--- src/hdl/base64_frame_transmitter_macros.svh ---
// Assertion macros shared by the base64 frame transmitter RTL.
`ifndef BASE64_FRAME_TRANSMITTER_MACROS_SVH
`define BASE64_FRAME_TRANSMITTER_MACROS_SVH

`ifndef SYNTH
`define B64FT_ASSERT_IMPLIES(name, clk_s, rst_s, ante, cons) \
  name: assert property (@(posedge clk_s) disable iff (rst_s) (ante) |-> (cons)) \
    else $error("assertion failed: same-cycle implication");
`else
`define B64FT_ASSERT_IMPLIES(name, clk_s, rst_s, ante, cons)
`endif

`ifndef SYNTH
`define B64FT_ASSERT_NEXT(name, clk_s, rst_s, ante, cons) \
  name: assert property (@(posedge clk_s) disable iff (rst_s) (ante) |=> (cons)) \
    else $error("assertion failed: next-cycle implication");
`else
`define B64FT_ASSERT_NEXT(name, clk_s, rst_s, ante, cons)
`endif

`endif

--- src/hdl/b64ft_pkg.sv ---
// Shared types, constants and functions of the base64 frame transmitter.
`default_nettype none

package b64ft_pkg;

  localparam int unsigned B64FT_FIFO_DEPTH = 4;
  localparam int unsigned APB_ADDR_W = 4;
  localparam int unsigned APB_DATA_W = 32;

  localparam logic [15:0] START_OPCODE_RST = 16'd1545;
  localparam logic [15:0] CONT_OPCODE_RST  = 16'd1044;
  localparam logic [7:0]  MAX_FRAME_RST    = 8'd127;
  localparam logic [7:0]  MIN_BUDGET       = 8'd16;
  localparam logic [15:0] CRC_POLY         = 16'h1021;
  localparam logic [7:0]  CHAR_NL          = 8'h0A;
  localparam logic [7:0]  CHAR_PAD         = 8'h3D;

  typedef enum logic [1:0] {
    REG_START_OPCODE = 2'd0,
    REG_CONT_OPCODE  = 2'd1,
    REG_MAX_FRAME    = 2'd2
  } reg_idx_t;

  // Character slots of one command, sent in ascending order.
  localparam int unsigned POS_NL_A   = 0;
  localparam int unsigned POS_HDR_A  = 1;
  localparam int unsigned POS_GRP_A  = 3;
  localparam int unsigned POS_NL_B   = 7;
  localparam int unsigned POS_HDR_B  = 8;
  localparam int unsigned POS_GRP_B  = 10;
  localparam int unsigned POS_GRP_C  = 14;
  localparam int unsigned POS_NL_END = 18;
  localparam int unsigned NUM_POS    = 19;
  localparam int unsigned POS_W      = 5;

  typedef logic [NUM_POS-1:0] pos_mask_t;

  typedef struct packed {
    pos_mask_t   mask;
    logic        hdr_a_start;
    logic [23:0] grp_a;
    logic [23:0] grp_b;
    logic        b_pad;
    logic [7:0]  grp_c;
  } cmd_t;

  function automatic logic [15:0] crc_byte(input logic [15:0] crc, input logic [7:0] b);
    logic [15:0] c;
    c = crc ^ {b, 8'h00};
    for (int i = 0; i < 8; i++) begin
      if (c[15]) begin
        c = {c[14:0], 1'b0} ^ CRC_POLY;
      end else begin
        c = {c[14:0], 1'b0};
      end
    end
    return c;
  endfunction

  function automatic logic [7:0] b64_char(input logic [5:0] v);
    logic [7:0] c;
    priority if (v < 6'd26) begin
      c = 8'h41 + {2'b00, v};
    end else if (v < 6'd52) begin
      c = 8'h61 + {2'b00, v} - 8'd26;
    end else if (v < 6'd62) begin
      c = 8'h30 + {2'b00, v} - 8'd52;
    end else if (v == 6'd62) begin
      c = 8'h2B;
    end else begin
      c = 8'h2F;
    end
    return c;
  endfunction

  function automatic logic [5:0] sextet(input logic [23:0] w, input logic [1:0] k);
    logic [5:0] s;
    unique case (k)
      2'd0: s = w[23:18];
      2'd1: s = w[17:12];
      2'd2: s = w[11:6];
      default: s = w[5:0];
    endcase
    return s;
  endfunction

endpackage

`default_nettype wire

--- src/hdl/b64ft_fifo.sv ---
// Command queue between the classifier front and the character sequencer.
`default_nettype none
`include "base64_frame_transmitter_macros.svh"

module b64ft_fifo
  import b64ft_pkg::*;
#(
  parameter int unsigned DEPTH = B64FT_FIFO_DEPTH
) (
  input  wire logic clk,
  input  wire logic rst,
  input  wire logic push,
  input  wire cmd_t push_cmd,
  output logic      full,
  input  wire logic pop,
  output cmd_t      pop_cmd,
  output logic      empty
);

  localparam int unsigned PW = (DEPTH > 1) ? $clog2(DEPTH) : 1;
  localparam int unsigned CW = $clog2(DEPTH + 1);

  cmd_t mem [DEPTH];
  logic [PW-1:0] wr_ptr;
  logic [PW-1:0] rd_ptr;
  logic [CW-1:0] count;

  assign full    = (count == CW'(DEPTH));
  assign empty   = (count == '0);
  assign pop_cmd = mem[rd_ptr];

  always_ff @(posedge clk) begin
    if (push) begin
      mem[wr_ptr] <= push_cmd;
    end
  end

  always_ff @(posedge clk) begin
    if (rst) begin
      wr_ptr <= '0;
      rd_ptr <= '0;
      count  <= '0;
    end else begin
      if (push) begin
        wr_ptr <= (wr_ptr == PW'(DEPTH - 1)) ? '0 : wr_ptr + 1'b1;
      end
      if (pop) begin
        rd_ptr <= (rd_ptr == PW'(DEPTH - 1)) ? '0 : rd_ptr + 1'b1;
      end
      if (push && !pop) begin
        count <= count + 1'b1;
      end else if (pop && !push) begin
        count <= count - 1'b1;
      end
    end
  end

  `B64FT_ASSERT_IMPLIES(a_no_overflow, clk, rst, push, !full)
  `B64FT_ASSERT_IMPLIES(a_no_underflow, clk, rst, pop, !empty)
  `B64FT_ASSERT_NEXT(a_push_kept, clk, rst, push && !pop, !empty)

endmodule

`default_nettype wire

--- src/hdl/b64ft_front.sv ---
// Front end: accepts payload bytes, keeps CRC and framing state, queues commands.
`default_nettype none

module b64ft_front
  import b64ft_pkg::*;
(
  input  wire logic        clk,
  input  wire logic        rst,
  input  wire logic        in_valid,
  output logic             in_ready,
  input  wire logic [7:0]  data_byte,
  input  wire logic        packet_start,
  input  wire logic [15:0] packet_len,
  input  wire logic [7:0]  max_frame_chars,
  input  wire logic        fifo_full,
  output logic             push,
  output cmd_t             push_cmd
);

  logic [15:0] crc_acc, crc_acc_next;
  logic [15:0] group_bytes, group_bytes_next;
  logic [1:0]  group_fill, group_fill_next;
  logic [7:0]  frame_chars, frame_chars_next;
  logic [15:0] bytes_left, bytes_left_next;

  logic        accept;
  logic [7:0]  lim;
  logic [15:0] crc_new;
  logic        live;
  logic        do_push;
  logic        full_a;
  logic        full_b;
  logic [15:0] gb_mid;
  logic [1:0]  fill_mid;
  logic [7:0]  fc_mid;
  logic [15:0] bl_mid;
  cmd_t        cmd;

  assign in_ready = !fifo_full;
  assign accept   = in_valid && in_ready;
  assign lim      = (max_frame_chars < MIN_BUDGET) ? MIN_BUDGET : max_frame_chars;
  assign crc_new  = crc_byte(packet_start ? 16'h0000 : crc_acc, data_byte);

  always_comb begin
    cmd              = '0;
    do_push          = 1'b0;
    live             = 1'b0;
    full_a           = 1'b0;
    full_b           = 1'b0;
    gb_mid           = group_bytes;
    fill_mid         = group_fill;
    fc_mid           = frame_chars;
    bl_mid           = bytes_left;
    crc_acc_next     = crc_acc;
    group_bytes_next = group_bytes;
    group_fill_next  = group_fill;
    frame_chars_next = frame_chars;
    bytes_left_next  = bytes_left;

    if (packet_start) begin
      // A new packet drops whatever was in progress.
      group_bytes_next = '0;
      group_fill_next  = '0;
      frame_chars_next = '0;
      bytes_left_next  = '0;
      if (packet_len != 16'd0) begin
        live                        = 1'b1;
        do_push                     = 1'b1;
        crc_acc_next                = crc_new;
        cmd.mask[POS_HDR_A +: 2]    = 2'b11;
        cmd.hdr_a_start             = 1'b1;
        cmd.mask[POS_GRP_A +: 4]    = 4'hF;
        cmd.grp_a                   = {packet_len, data_byte};
        gb_mid                      = '0;
        fill_mid                    = '0;
        fc_mid                      = 8'd6;
        bl_mid                      = packet_len - 16'd1;
      end
    end else if (bytes_left != 16'd0) begin
      live         = 1'b1;
      crc_acc_next = crc_new;
      bl_mid       = bytes_left - 16'd1;
      unique case (group_fill)
        2'd0: begin
          gb_mid   = {data_byte, 8'h00};
          fill_mid = 2'd1;
        end
        2'd1: begin
          gb_mid   = {group_bytes[15:8], data_byte};
          fill_mid = 2'd2;
        end
        default: begin
          // Third byte completes a data group; close the frame first if it is full.
          do_push = 1'b1;
          full_a  = ({1'b0, frame_chars} + 9'd4) >= {1'b0, lim};
          if (full_a) begin
            cmd.mask[POS_NL_A]       = 1'b1;
            cmd.mask[POS_HDR_A +: 2] = 2'b11;
          end
          cmd.mask[POS_GRP_A +: 4] = 4'hF;
          cmd.grp_a                = {group_bytes, data_byte};
          fc_mid                   = (full_a ? 8'd2 : frame_chars) + 8'd4;
          gb_mid                   = '0;
          fill_mid                 = '0;
        end
      endcase
    end

    if (live) begin
      if (bl_mid == 16'd0) begin
        // Last data byte: append the CRC tail and close the packet.
        do_push = 1'b1;
        full_b  = ({1'b0, fc_mid} + 9'd4) >= {1'b0, lim};
        if (full_b) begin
          cmd.mask[POS_NL_B]       = 1'b1;
          cmd.mask[POS_HDR_B +: 2] = 2'b11;
        end
        cmd.mask[POS_GRP_B +: 4] = 4'hF;
        unique case (fill_mid)
          2'd0: begin
            cmd.grp_b = {crc_new, 8'h00};
            cmd.b_pad = 1'b1;
          end
          2'd1: begin
            cmd.grp_b = {gb_mid[15:8], crc_new};
          end
          default: begin
            cmd.grp_b                = {gb_mid, crc_new[15:8]};
            cmd.grp_c                = crc_new[7:0];
            cmd.mask[POS_GRP_C +: 4] = 4'hF;
          end
        endcase
        cmd.mask[POS_NL_END] = 1'b1;
        group_bytes_next     = '0;
        group_fill_next      = '0;
        frame_chars_next     = '0;
        bytes_left_next      = '0;
      end else begin
        group_bytes_next = gb_mid;
        group_fill_next  = fill_mid;
        frame_chars_next = fc_mid;
        bytes_left_next  = bl_mid;
      end
    end
  end

  assign push     = accept && do_push;
  assign push_cmd = cmd;

  always_ff @(posedge clk) begin
    if (rst) begin
      crc_acc     <= '0;
      group_bytes <= '0;
      group_fill  <= '0;
      frame_chars <= '0;
      bytes_left  <= '0;
    end else if (accept) begin
      crc_acc     <= crc_acc_next;
      group_bytes <= group_bytes_next;
      group_fill  <= group_fill_next;
      frame_chars <= frame_chars_next;
      bytes_left  <= bytes_left_next;
    end
  end

endmodule

`default_nettype wire

--- src/hdl/b64ft_back.sv ---
// Back end: walks each queued command and sends one character per cycle while out_ready allows.
`default_nettype none
`include "base64_frame_transmitter_macros.svh"

module b64ft_back
  import b64ft_pkg::*;
(
  input  wire logic        clk,
  input  wire logic        rst,
  input  wire logic        fifo_empty,
  output logic             pop,
  input  wire cmd_t        pop_cmd,
  input  wire logic [15:0] start_opcode,
  input  wire logic [15:0] cont_opcode,
  output logic             out_valid,
  input  wire logic        out_ready,
  output logic [7:0]       out_char,
  output logic             run_last,
  output logic             packet_done
);

  cmd_t             cmd;
  pos_mask_t        rem;
  pos_mask_t        low;
  pos_mask_t        rem_after;
  logic             active;
  logic             fire;
  logic [POS_W-1:0] pos;
  logic [POS_W-1:0] off;
  logic [15:0]      hdr_a;
  logic [7:0]       ch;

  assign active    = (rem != '0);
  assign low       = rem & (~rem + 1'b1);
  assign rem_after = rem & ~low;
  assign fire      = active && (!out_valid || out_ready);
  // The next command is taken while the last character of the current one goes out.
  assign pop       = !fifo_empty && (!active || (fire && (rem_after == '0)));
  assign hdr_a     = cmd.hdr_a_start ? start_opcode : cont_opcode;

  always_comb begin
    pos = '0;
    for (int i = 0; i < NUM_POS; i++) begin
      if (low[i]) begin
        pos = pos | POS_W'(i);
      end
    end
  end

  always_comb begin
    off = '0;
    ch  = CHAR_NL;
    priority if (pos == POS_W'(POS_NL_A) || pos == POS_W'(POS_NL_B) ||
                 pos == POS_W'(POS_NL_END)) begin
      ch = CHAR_NL;
    end else if (pos == POS_W'(POS_HDR_A)) begin
      ch = hdr_a[15:8];
    end else if (pos == POS_W'(POS_HDR_A + 1)) begin
      ch = hdr_a[7:0];
    end else if (pos == POS_W'(POS_HDR_B)) begin
      ch = cont_opcode[15:8];
    end else if (pos == POS_W'(POS_HDR_B + 1)) begin
      ch = cont_opcode[7:0];
    end else if (pos < POS_W'(POS_GRP_A + 4)) begin
      off = pos - POS_W'(POS_GRP_A);
      ch  = b64_char(sextet(cmd.grp_a, off[1:0]));
    end else if (pos < POS_W'(POS_GRP_B + 4)) begin
      off = pos - POS_W'(POS_GRP_B);
      ch  = (off[1:0] == 2'd3 && cmd.b_pad) ? CHAR_PAD
                                            : b64_char(sextet(cmd.grp_b, off[1:0]));
    end else begin
      // The lone CRC byte of a two-group tail: two characters and two pads.
      off = pos - POS_W'(POS_GRP_C);
      ch  = off[1] ? CHAR_PAD : b64_char(sextet({cmd.grp_c, 16'h0000}, off[1:0]));
    end
  end

  always_ff @(posedge clk) begin
    if (rst) begin
      rem       <= '0;
      out_valid <= 1'b0;
    end else begin
      if (pop) begin
        rem <= pop_cmd.mask;
      end else if (fire) begin
        rem <= rem_after;
      end
      if (fire) begin
        out_valid <= 1'b1;
      end else if (out_ready) begin
        out_valid <= 1'b0;
      end
    end
  end

  always_ff @(posedge clk) begin
    if (pop) begin
      cmd <= pop_cmd;
    end
    if (fire) begin
      out_char    <= ch;
      run_last    <= (rem_after == '0);
      packet_done <= (pos == POS_W'(POS_NL_END));
    end
  end

  `B64FT_ASSERT_IMPLIES(a_done_is_last, clk, rst, out_valid && packet_done,
                        run_last && out_char == CHAR_NL)

endmodule

`default_nettype wire

--- src/hdl/base64_frame_transmitter.sv ---
// An accepted item is written into the command queue, then loaded into the sequencer's mask register,
// and its first character leaves through the output register. The sequencer sends one character per
// cycle while out_ready allows; an item causes 0 to 12 characters.
// Input items are taken every cycle while the command queue (FIFO_DEPTH entries) has room.
// Reset (synchronous, rst high) clears packet state and the queue and restores register defaults.
`default_nettype none

module base64_frame_transmitter
  import b64ft_pkg::*;
#(
  parameter int unsigned FIFO_DEPTH = B64FT_FIFO_DEPTH
) (
  input  wire logic                  clk,
  input  wire logic                  rst,
  input  wire logic                  psel,
  input  wire logic                  penable,
  input  wire logic                  pwrite,
  input  wire logic [APB_ADDR_W-1:0] paddr,
  input  wire logic [APB_DATA_W-1:0] pwdata,
  output logic      [APB_DATA_W-1:0] prdata,
  output logic                       pready,
  input  wire logic                  in_valid,
  output logic                       in_ready,
  input  wire logic [7:0]            data_byte,
  input  wire logic                  packet_start,
  input  wire logic [15:0]           packet_len,
  output logic                       out_valid,
  input  wire logic                  out_ready,
  output logic [7:0]                 out_char,
  output logic                       run_last,
  output logic                       packet_done
);

  logic [15:0] start_opcode;
  logic [15:0] cont_opcode;
  logic [7:0]  max_frame_chars;
  logic        wr_en;
  reg_idx_t    reg_sel;

  logic push;
  logic pop;
  logic fifo_full;
  logic fifo_empty;
  cmd_t push_cmd;
  cmd_t pop_cmd;

  assign pready  = 1'b1;
  assign wr_en   = psel && penable && pwrite;
  assign reg_sel = reg_idx_t'(paddr[3:2]);

  always_ff @(posedge clk) begin
    if (rst) begin
      start_opcode    <= START_OPCODE_RST;
      cont_opcode     <= CONT_OPCODE_RST;
      max_frame_chars <= MAX_FRAME_RST;
    end else if (wr_en) begin
      unique case (reg_sel)
        REG_START_OPCODE: start_opcode    <= pwdata[15:0];
        REG_CONT_OPCODE:  cont_opcode     <= pwdata[15:0];
        REG_MAX_FRAME:    max_frame_chars <= pwdata[7:0];
        default: ;
      endcase
    end
  end

  always_comb begin
    unique case (reg_sel)
      REG_START_OPCODE: prdata = {16'h0000, start_opcode};
      REG_CONT_OPCODE:  prdata = {16'h0000, cont_opcode};
      REG_MAX_FRAME:    prdata = {24'h000000, max_frame_chars};
      default:          prdata = '0;
    endcase
  end

  b64ft_front u_front (
    .clk             (clk),
    .rst             (rst),
    .in_valid        (in_valid),
    .in_ready        (in_ready),
    .data_byte       (data_byte),
    .packet_start    (packet_start),
    .packet_len      (packet_len),
    .max_frame_chars (max_frame_chars),
    .fifo_full       (fifo_full),
    .push            (push),
    .push_cmd        (push_cmd)
  );

  b64ft_fifo #(
    .DEPTH (FIFO_DEPTH)
  ) u_fifo (
    .clk      (clk),
    .rst      (rst),
    .push     (push),
    .push_cmd (push_cmd),
    .full     (fifo_full),
    .pop      (pop),
    .pop_cmd  (pop_cmd),
    .empty    (fifo_empty)
  );

  b64ft_back u_back (
    .clk          (clk),
    .rst          (rst),
    .fifo_empty   (fifo_empty),
    .pop          (pop),
    .pop_cmd      (pop_cmd),
    .start_opcode (start_opcode),
    .cont_opcode  (cont_opcode),
    .out_valid    (out_valid),
    .out_ready    (out_ready),
    .out_char     (out_char),
    .run_last     (run_last),
    .packet_done  (packet_done)
  );

endmodule

`default_nettype wire

--- config.mk ---
export PLATFORM = sky130hd
export DESIGN_NAME = base64_frame_transmitter
export DESIGN_NICKNAME = d
export VERILOG_FILES = /design/src/hdl/b64ft_pkg.sv /design/src/hdl/b64ft_fifo.sv /design/src/hdl/b64ft_front.sv /design/src/hdl/b64ft_back.sv /design/src/hdl/base64_frame_transmitter.sv
export VERILOG_INCLUDE_DIRS = /design/src /design/src/hdl
export SDC_FILE = /design/constraint.sdc
export NUM_CORES = 1
export LEC_CHECK = 0
export ABC_CLOCK_PERIOD_IN_PS = 8700
export CAP_MARGIN = 20
export CORE_ASPECT_RATIO = 2
export CORE_MARGIN = 10
export CORE_UTILIZATION = 64
export CTS_CLUSTER_DIAMETER = 40
export DETAILED_ROUTE_END_ITERATION = 6
export DONT_BUFFER_PORTS = 1
export GPL_TIMING_DRIVEN = 1
export HOLD_SLACK_MARGIN = 0.12
export PLACE_DENSITY_LB_ADDON = 0.05
export SYNTH_ARGS = -nofsm -noshare
export SYNTH_HDL_FRONTEND = slang
export SYNTH_SLANG_ARGS = --single-unit
--- constraint.sdc ---
create_clock -name clk -period 8.7 [get_ports clk]
set_input_delay 1.74 -clock clk [delete_from_list [all_inputs] [get_ports clk]]
set_output_delay 1.74 -clock clk [all_outputs]
set_load 0.005 [all_outputs]
==> Yosys cells after proc, flatten, opt, wreduce, memory -nomap -nowiden <==
Memory sizes are Yosys's and may differ from the RTL's. A register that Yosys moved wholly into a read port is not among the register bits.
Index checks and enable logic that the tools add are counted.
{ "totals": {"n_memories": 1, "elab_cells": 288, "ff_bits": 193, "input_bits": 68, "output_inout_bits": 45, "ramBits": 308} }
{ "mem_list": {"columns": ["name", "depth", "word_bits", "rd", "rd_ports_with_merged_regs", "wr", "line_no", "source"], "rows": [
  ["u_fifo.mem", 4, 77, 1, 1, 1, "b64ft_fifo.sv:23", "cmd_t mem [DEPTH];"]
]} }
{ "classes": {"muxes": 143, "magnitude_cmp": 14, "n_eq_ne": 23, "n_bitwise": 13, "n_reduce_logical": 45, "n_addsub": 28} }
{ "ops": {"columns": ["op", "count"], "rows": [
  ["2-to-1 mux 16 bit", 16],
  ["2-to-1 mux 8 bit", 27],
  ["2-to-1 mux 6 bit", 22],
  ["2-to-1 mux 13 bit", 8],
  ["2-to-1 mux 24 bit", 3],
  ["2-to-1 mux 33 bit", 2],
  ["adder 7 x 6 -> 8 bit, first input constant", 6],
  ["one-hot mux 16 bit (3 select lines)", 1],
  ["one-hot mux 24 bit (2 select lines)", 1],
  ["bitwise AND 19 bit", 2],
  ["2-to-1 mux 19 bit", 2],
  ["inverter 19 bit", 2],
  ["< comparator 6 bit, second input constant", 6],
  ["2-to-1 mux 4 bit", 9],
  ["one-hot mux 6 bit (3 select lines)", 2],
  ["2-to-1 mux 3 bit", 11],
  ["one-hot mux 16 bit (2 select lines)", 1],
  ["nonzero test 16 bit", 2],
  ["subtractor 16 x 1 -> 16 bit, second input constant", 2],
  ["2-to-1 mux 25 bit", 1],
  ["2-to-1 mux 12 bit", 2],
  ["2-to-1 mux 2 bit", 12],
  ["inverter 3 bit", 8],
  ["subtractor 8 x 5 -> 8 bit, second input constant", 3],
  ["43 further kinds", 115]
]} }

==> Logic depth before layout (Yosys ltp) <==
{ "logic_depth": {"depth_word": 43, "depth_mapped": 25, "depth_no_buf": 25} }

==> Modules after synthesis <==
A second synthesis with hierarchy kept.
{ "unflattened": {"cells_unflattened": 1986, "hier_area_um2": 24796.3} }
{ "by_module_without_submodules": {"columns": ["mod", "instances", "area_each_um2", "cells_per_inst", "seq_area_each_um2"], "rows": [
  ["b64ft_fifo", 1, 11584.9, 447, 9429.0],
  ["b64ft_back", 1, 5694.2, 582, 2442.3],
  ["b64ft_front", 1, 5406.4, 731, 1161.1],
  ["base64_frame_transmitter", 1, 2110.8, 226, 800.8]
]} }

==> Worst setup path before layout <==
No wires, ideal clock.
{ "synth_timing": {"kind": "input port to flip-flop", "start": "in packet_len[3]", "end": "mem u_fifo.mem[0][0] (netlist name), enable pin", "path_slack_ns": 2.306, "arrival_ns": 5.965, "setup_ns": 0.429, "required_ns": 8.271, "path_buffers": 2, "cell_stages": 13, "path_cell_list": "nor4_2 nand2_1 o31ai_2 inv_1 buf_2 a32oi_1 o21ai_0 nor2_1 or4b_1 nor3_2 o21a_1 buf_2 and2_1"} }
{ "synth_via": {"elab_chain_cells": 9, "word_cells_on_any_way": 13, "classes_between": "add/sub: 1; mux: 9; reduce/logical: 3"} }
{ "synth_rtl": {"columns": ["element", "line_no", "source"], "rows": [
  ["from (decl)", "base64_frame_transmitter.sv:26", "input wire logic [15:0] packet_len,"],
  ["subtractor 16 x 1 -> 16 bit / nonzero test 16 bit (equally long branches)", "b64ft_front.sv:77, b64ft_front.sv:66", null],
  ["2-to-1 mux 16 bit", "b64ft_front.sv:66", "if (packet_len != 16'd0) begin"],
  ["2-to-1 mux 16 bit", "b64ft_front.sv:60", "if (packet_start) begin"],
  ["zero test 16 bit", "b64ft_front.sv:110", "if (bl_mid == 16'd0) begin"],
  ["2-to-1 mux 1 bit", "b64ft_front.sv:110", null],
  ["2-to-1 mux 1 bit *", "b64ft_front.sv:109", "if (live) begin"],
  ["logical AND 1 bit *", "b64ft_front.sv:147", "assign push = accept && do_push;"],
  ["via push", "base64_frame_transmitter.sv:40", "logic push;"],
  ["2-to-1 mux 1 bit *", "b64ft_fifo.sv:33", "if (push) begin"],
  ["2-to-1 mux 1 bit (implied by the code) *", "b64ft_fifo.sv:34", "mem[wr_ptr] <= push_cmd;"],
  ["to (decl)", "b64ft_fifo.sv:23", null]
]} }
Mark *: on every way through the listed nets, which the timed path passes. The rest lies on a longest branch.

==> Worst setup path after layout <==
{ "layout_timing": {"start": "in packet_len[7]", "end": "mem u_fifo.mem[1][3] (netlist name), enable pin"} }
{ "layout_via": {"elab_chain_cells": 9, "word_cells_on_any_way": 13, "classes_between": "add/sub: 1; mux: 9; reduce/logical: 3"} }
{ "layout_rtl": {"columns": ["element", "line_no"], "rows": [
  ["subtractor 16 x 1 -> 16 bit / nonzero test 16 bit (equally long branches)", "b64ft_front.sv:77, b64ft_front.sv:66"],
  ["2-to-1 mux 16 bit", "b64ft_front.sv:66"],
  ["2-to-1 mux 16 bit", "b64ft_front.sv:60"],
  ["zero test 16 bit", "b64ft_front.sv:110"],
  ["2-to-1 mux 1 bit", "b64ft_front.sv:110"],
  ["2-to-1 mux 1 bit *", "b64ft_front.sv:109"],
  ["logical AND 1 bit *", "b64ft_front.sv:147"],
  ["2-to-1 mux 1 bit *", "b64ft_fifo.sv:33"],
  ["2-to-1 mux 1 bit (implied by the code) *", "b64ft_fifo.sv:34"]
]} }
Every way passes the cells marked *; elsewhere a longest branch is shown, timed or not.

==> reports/metrics.cfg <==
[setup_path]
cp-start-kind=input pin
worst-path-stages=11
crit_path_end=u_fifo.mem[1][3]$_DFFE_PP_
cp_slowest_cell=and2_2
timing.rr.start=max_frame_chars[4]$_SDFFE_PP1P_
worstPathArrival_ns=6.43
critPathRequiredTime_ns=8.93
r2r_slack_ns=2.74
cp-end-kind=flip-flop
worst-setup-path-type=in2reg
crit_path_start=packet_len[7]
reg2reg_depth=22
slowest_delay_ns=0.80
crit_family=simple AND/OR/NAND/NOR gates
crit_fanout=33
path_cells=nor4_1 -> nand3_1 -> o31ai_2 -> nand2_1 -> o21ai_1 -> nand4_1 -> or4b_1 -> nor3_2 -> o21a_1 -> and2_2 -> buf_12
r2r_end=u_fifo.mem[3][67]$_DFFE_PP_
path_buf_inv=1

[route]
firstDrtPassIters=5
routed_wl_mm=59.40
antenna_left=0
vias_per_cell=6.592
wl_per_cell_um=25.00
drc=0
first_iter_violations=1145
vias=15660

[pwr]
pwr_density_cell_nw_per_um2=342.7
seqPwrFrac=0.357
switching_share=0.3896
clkPwrFrac=0.228
power.internal_mw=5.035
ir_drop_mv=0.2395
p_leak_nw=8.548
switching_power_mw=3.214
p_comb_frac=0.414

[global_route]
track_usage=0.2660
grt-ovfl-total=0
grt_max_degree=77
first_global_vias=15440
antenna_found_initial=0
grt_pass1_wl_mm=90.64

[logic_synthesis]
synth-main-ff-cell=edfxtp_1
yosys_warnings=0
ys_async_sr_fraction=0
syn-cell-area_um2=22330
synthDistinctLibCells=89
synth_seq_cells=451
synth-edff-count=324
ys_seq_area_frac=0.5496
avgSynthCellArea_um2=11.51
syn-instance-count=1940

[timing]
fin_crit_ns=6.200
tns_ns=0
worst_pin_slew_ns=1.032
fmax_mhz=161.3
rsz0062_at_grt=no
setup-violations-final=0
hold_violations=0
fin_crit_sh=0.7126
fin_skew_ns=0.02105
slew_violations=0
relSlewSlack=0.3066

[min_path]
min_path_cells=2
min_path_type=reg2reg

[clocking]
cts_max_path_buffers=3
h-tree-depth=2
numCtsBuffers=43
insertion_delay_ns=0.56
cts_num_sinks=451
clkTransAtPathRegs_ns=0.06
ctsHoldBuffers=0
ctsResizeCount=0
post_cts_buffers=0
root_buffer=clkbuf_16
cts_tree=done

[final_layout]
fillers=2516
post-route-util=0.7006
antenna_cells=0
final_nets=2026
syn2layout_area_growth_pct=7.795
drive_above_1_share=0.1080

[die]
io_pins=113
rows=96
die-area_um2=43210
die_h_um=284.1
die_w_um=152.1
core_area_um2=34350
start_util=0.6499

[placed_design]
place_congestion=0.9521
portBuffers=0
place.detailed.hpwl_mm=41.62

[run_status]
status=finished, final reports clean

[job]
max_cap_viol_count=0

how the worst min path moves through the flow:
| stage | start | to | slack [ns] |
|---|---|---|---|
| after floorplan | u_front.frame_chars[0]$_SDFFE_PP0P_ | u_front.frame_chars[0]$_SDFFE_PP0P_ | 0.45 |
| after global placement | start_opcode[1]$_SDFFE_PP0P_ | start_opcode[1]$_SDFFE_PP0P_ | 0.45 |
| after detailed placement | start_opcode[1]$_SDFFE_PP0P_ | start_opcode[1]$_SDFFE_PP0P_ | 0.46 |
| after CTS | start_opcode[1]$_SDFFE_PP0P_ | start_opcode[1]$_SDFFE_PP0P_ | 0.47 |
| after global routing | start_opcode[14]$_SDFFE_PP0P_ | start_opcode[14]$_SDFFE_PP0P_ | 0.49 |
| final | start_opcode[11]$_SDFFE_PP0P_ | start_opcode[11]$_SDFFE_PP0P_ | 0.48 |
placed cells by master (no fill, tap or decap), drive strengths merged, types with 7 or more instances in the layout:
| cell type | Yosys | routed |
|---|---|---|
| o22ai | 9 | 9 |
| nand2b | 14 | 14 |
| xor2 | 20 | 20 |
| a221oi | 19 | 19 |
| a31oi | 11 | 11 |
| o31ai | 16 | 16 |
| xnor2 | 47 | 47 |
| a21oi | 117 | 117 |
| nor3 | 45 | 45 |
| conb | 2 | 17 |
| a32oi | 7 | 7 |
| clkbuf | 76 | 55 |
| o21ai | 94 | 94 |
| dfxtp | 127 | 127 |
| edfxtp | 324 | 324 |
| ha | 55 | 55 |
| clkinv | 0 | 11 |
| and3 | 8 | 8 |
| nor4 | 11 | 11 |
| a22o | 30 | 30 |
| or3 | 15 | 15 |
| a211oi | 29 | 29 |
| buf | 49 | 27 |
| and2 | 23 | 23 |
| inv | 49 | 55 |
| o211ai | 9 | 9 |
| a21o | 11 | 11 |
| nand3 | 55 | 55 |
| mux2i | 67 | 67 |
| mux4 | 66 | 66 |
| nor2b | 27 | 27 |
| nor2 | 166 | 166 |
| mux2 | 8 | 8 |
| nand2 | 234 | 234 |
area by class of cell:
type                       instances  area (µm²)  share of cell area
inverter                          49       183.9            0.007642
tap                              441       551.8             0.02293
sequential                       451       12280              0.5101
clock buffer                      55        1184             0.04918
multi-input combinational       1330        9373              0.3894
timing repair buffer              27       265.3             0.01102
clock inverter                    23       234.0            0.009721
registers in the layout (all words and copies together), names as in the netlist, named ones only:
signal	flops
u_back.run_last	1
u_back.out_valid	1
cont_opcode	16
u_back.rem	19
u_back.packet_done	1
start_opcode	16
u_fifo.mem	256
u_back.cmd	58
u_front.frame_chars	8
u_back.out_char	8
u_front.group_fill	2
u_fifo.rd_ptr	2
u_front.crc_acc	16
max_frame_chars	8
u_fifo.count	3
u_fifo.wr_ptr	2
u_front.bytes_left	16
u_front.group_bytes	16
routing by layer:
layer,global-route usage,vias to the layer above,share of wire
li1,-,7140,-
met1,0.2861,7673,0.35
met2,0.4772,660,0.53
met3,0.03463,190,0.053
met4,0.1752,0,0.070
met5,0,-,0
per-stage QoR:
| stage | instance area [µm²] | hold WS [ns] | total power, mW | setup WS, ns | instances |
|---|---|---|---|---|---|
| final | 24070 | 0.4758 | 8.249 | 2.500 | 2376 |
| after global routing | 24070 | 0.4949 | 8.719 | 2.124 | 2376 |
| after CTS | 24020 | 0.4706 | 8.233 | 2.548 | 2372 |
| after detailed placement | 22610 | 0.4604 | 6.335 | 1.978 | 2294 |
| after global placement | 22600 | 0.4535 | 6.273 | 2.030 | 2293 |
| after floorplan | 22380 | 0.4466 | 5.440 | 2.306 | 1955 |
Yosys cell counts, types with 52 or more instances:
cell / count / area (µm²)
a21oi_1: 115 / 575.6
clkbuf_1: 76 / 285.3
dfxtp_1: 127 / 2542
edfxtp_1: 324 / 9729
ha_1: 55 / 688.2
mux2i_1: 65 / 650.6
mux4_2: 66 / 1486
nand2_1: 234 / 878.3
nand3_1: 52 / 260.3
nor2_1: 166 / 623.1
o21ai_0: 91 / 455.4
kinds of logic after synthesis:
family | synth area share
muxes | 0.1014
adders and majority gates | 0.03351
other | 0.0003364
buffers and inverters | 0.03407
AOI/OAI and AO/OA | 0.1218
DFF | 0.5496
and+or+nand+nor | 0.1330
xor gates and xnor gates | 0.02628
worst reg2reg max path, delay by kind of cell (launching register included):
kind	cells	cell delay (ns)
AO/OA/AOI/OAI	9	2.52
XOR/XNOR	1	0.18
adder cells (fa/ha/maj)	3	0.77
AND/OR/NAND/NOR	9	1.84
flip-flops	1	0.34
power by group through the flow:
stage / Combinational, mW / Sequential (mW) / Clock (mW)
floorplan: 2.58 / 2.86 / 0
global placement: 3.31 / 2.97 / 0
global route: 3.75 / 2.98 / 1.98
finish: 3.42 / 2.95 / 1.88
CTS: 3.38 / 2.95 / 1.91
detailed placement: 3.35 / 2.99 / 0
Power figures use the tool's default switching activity.
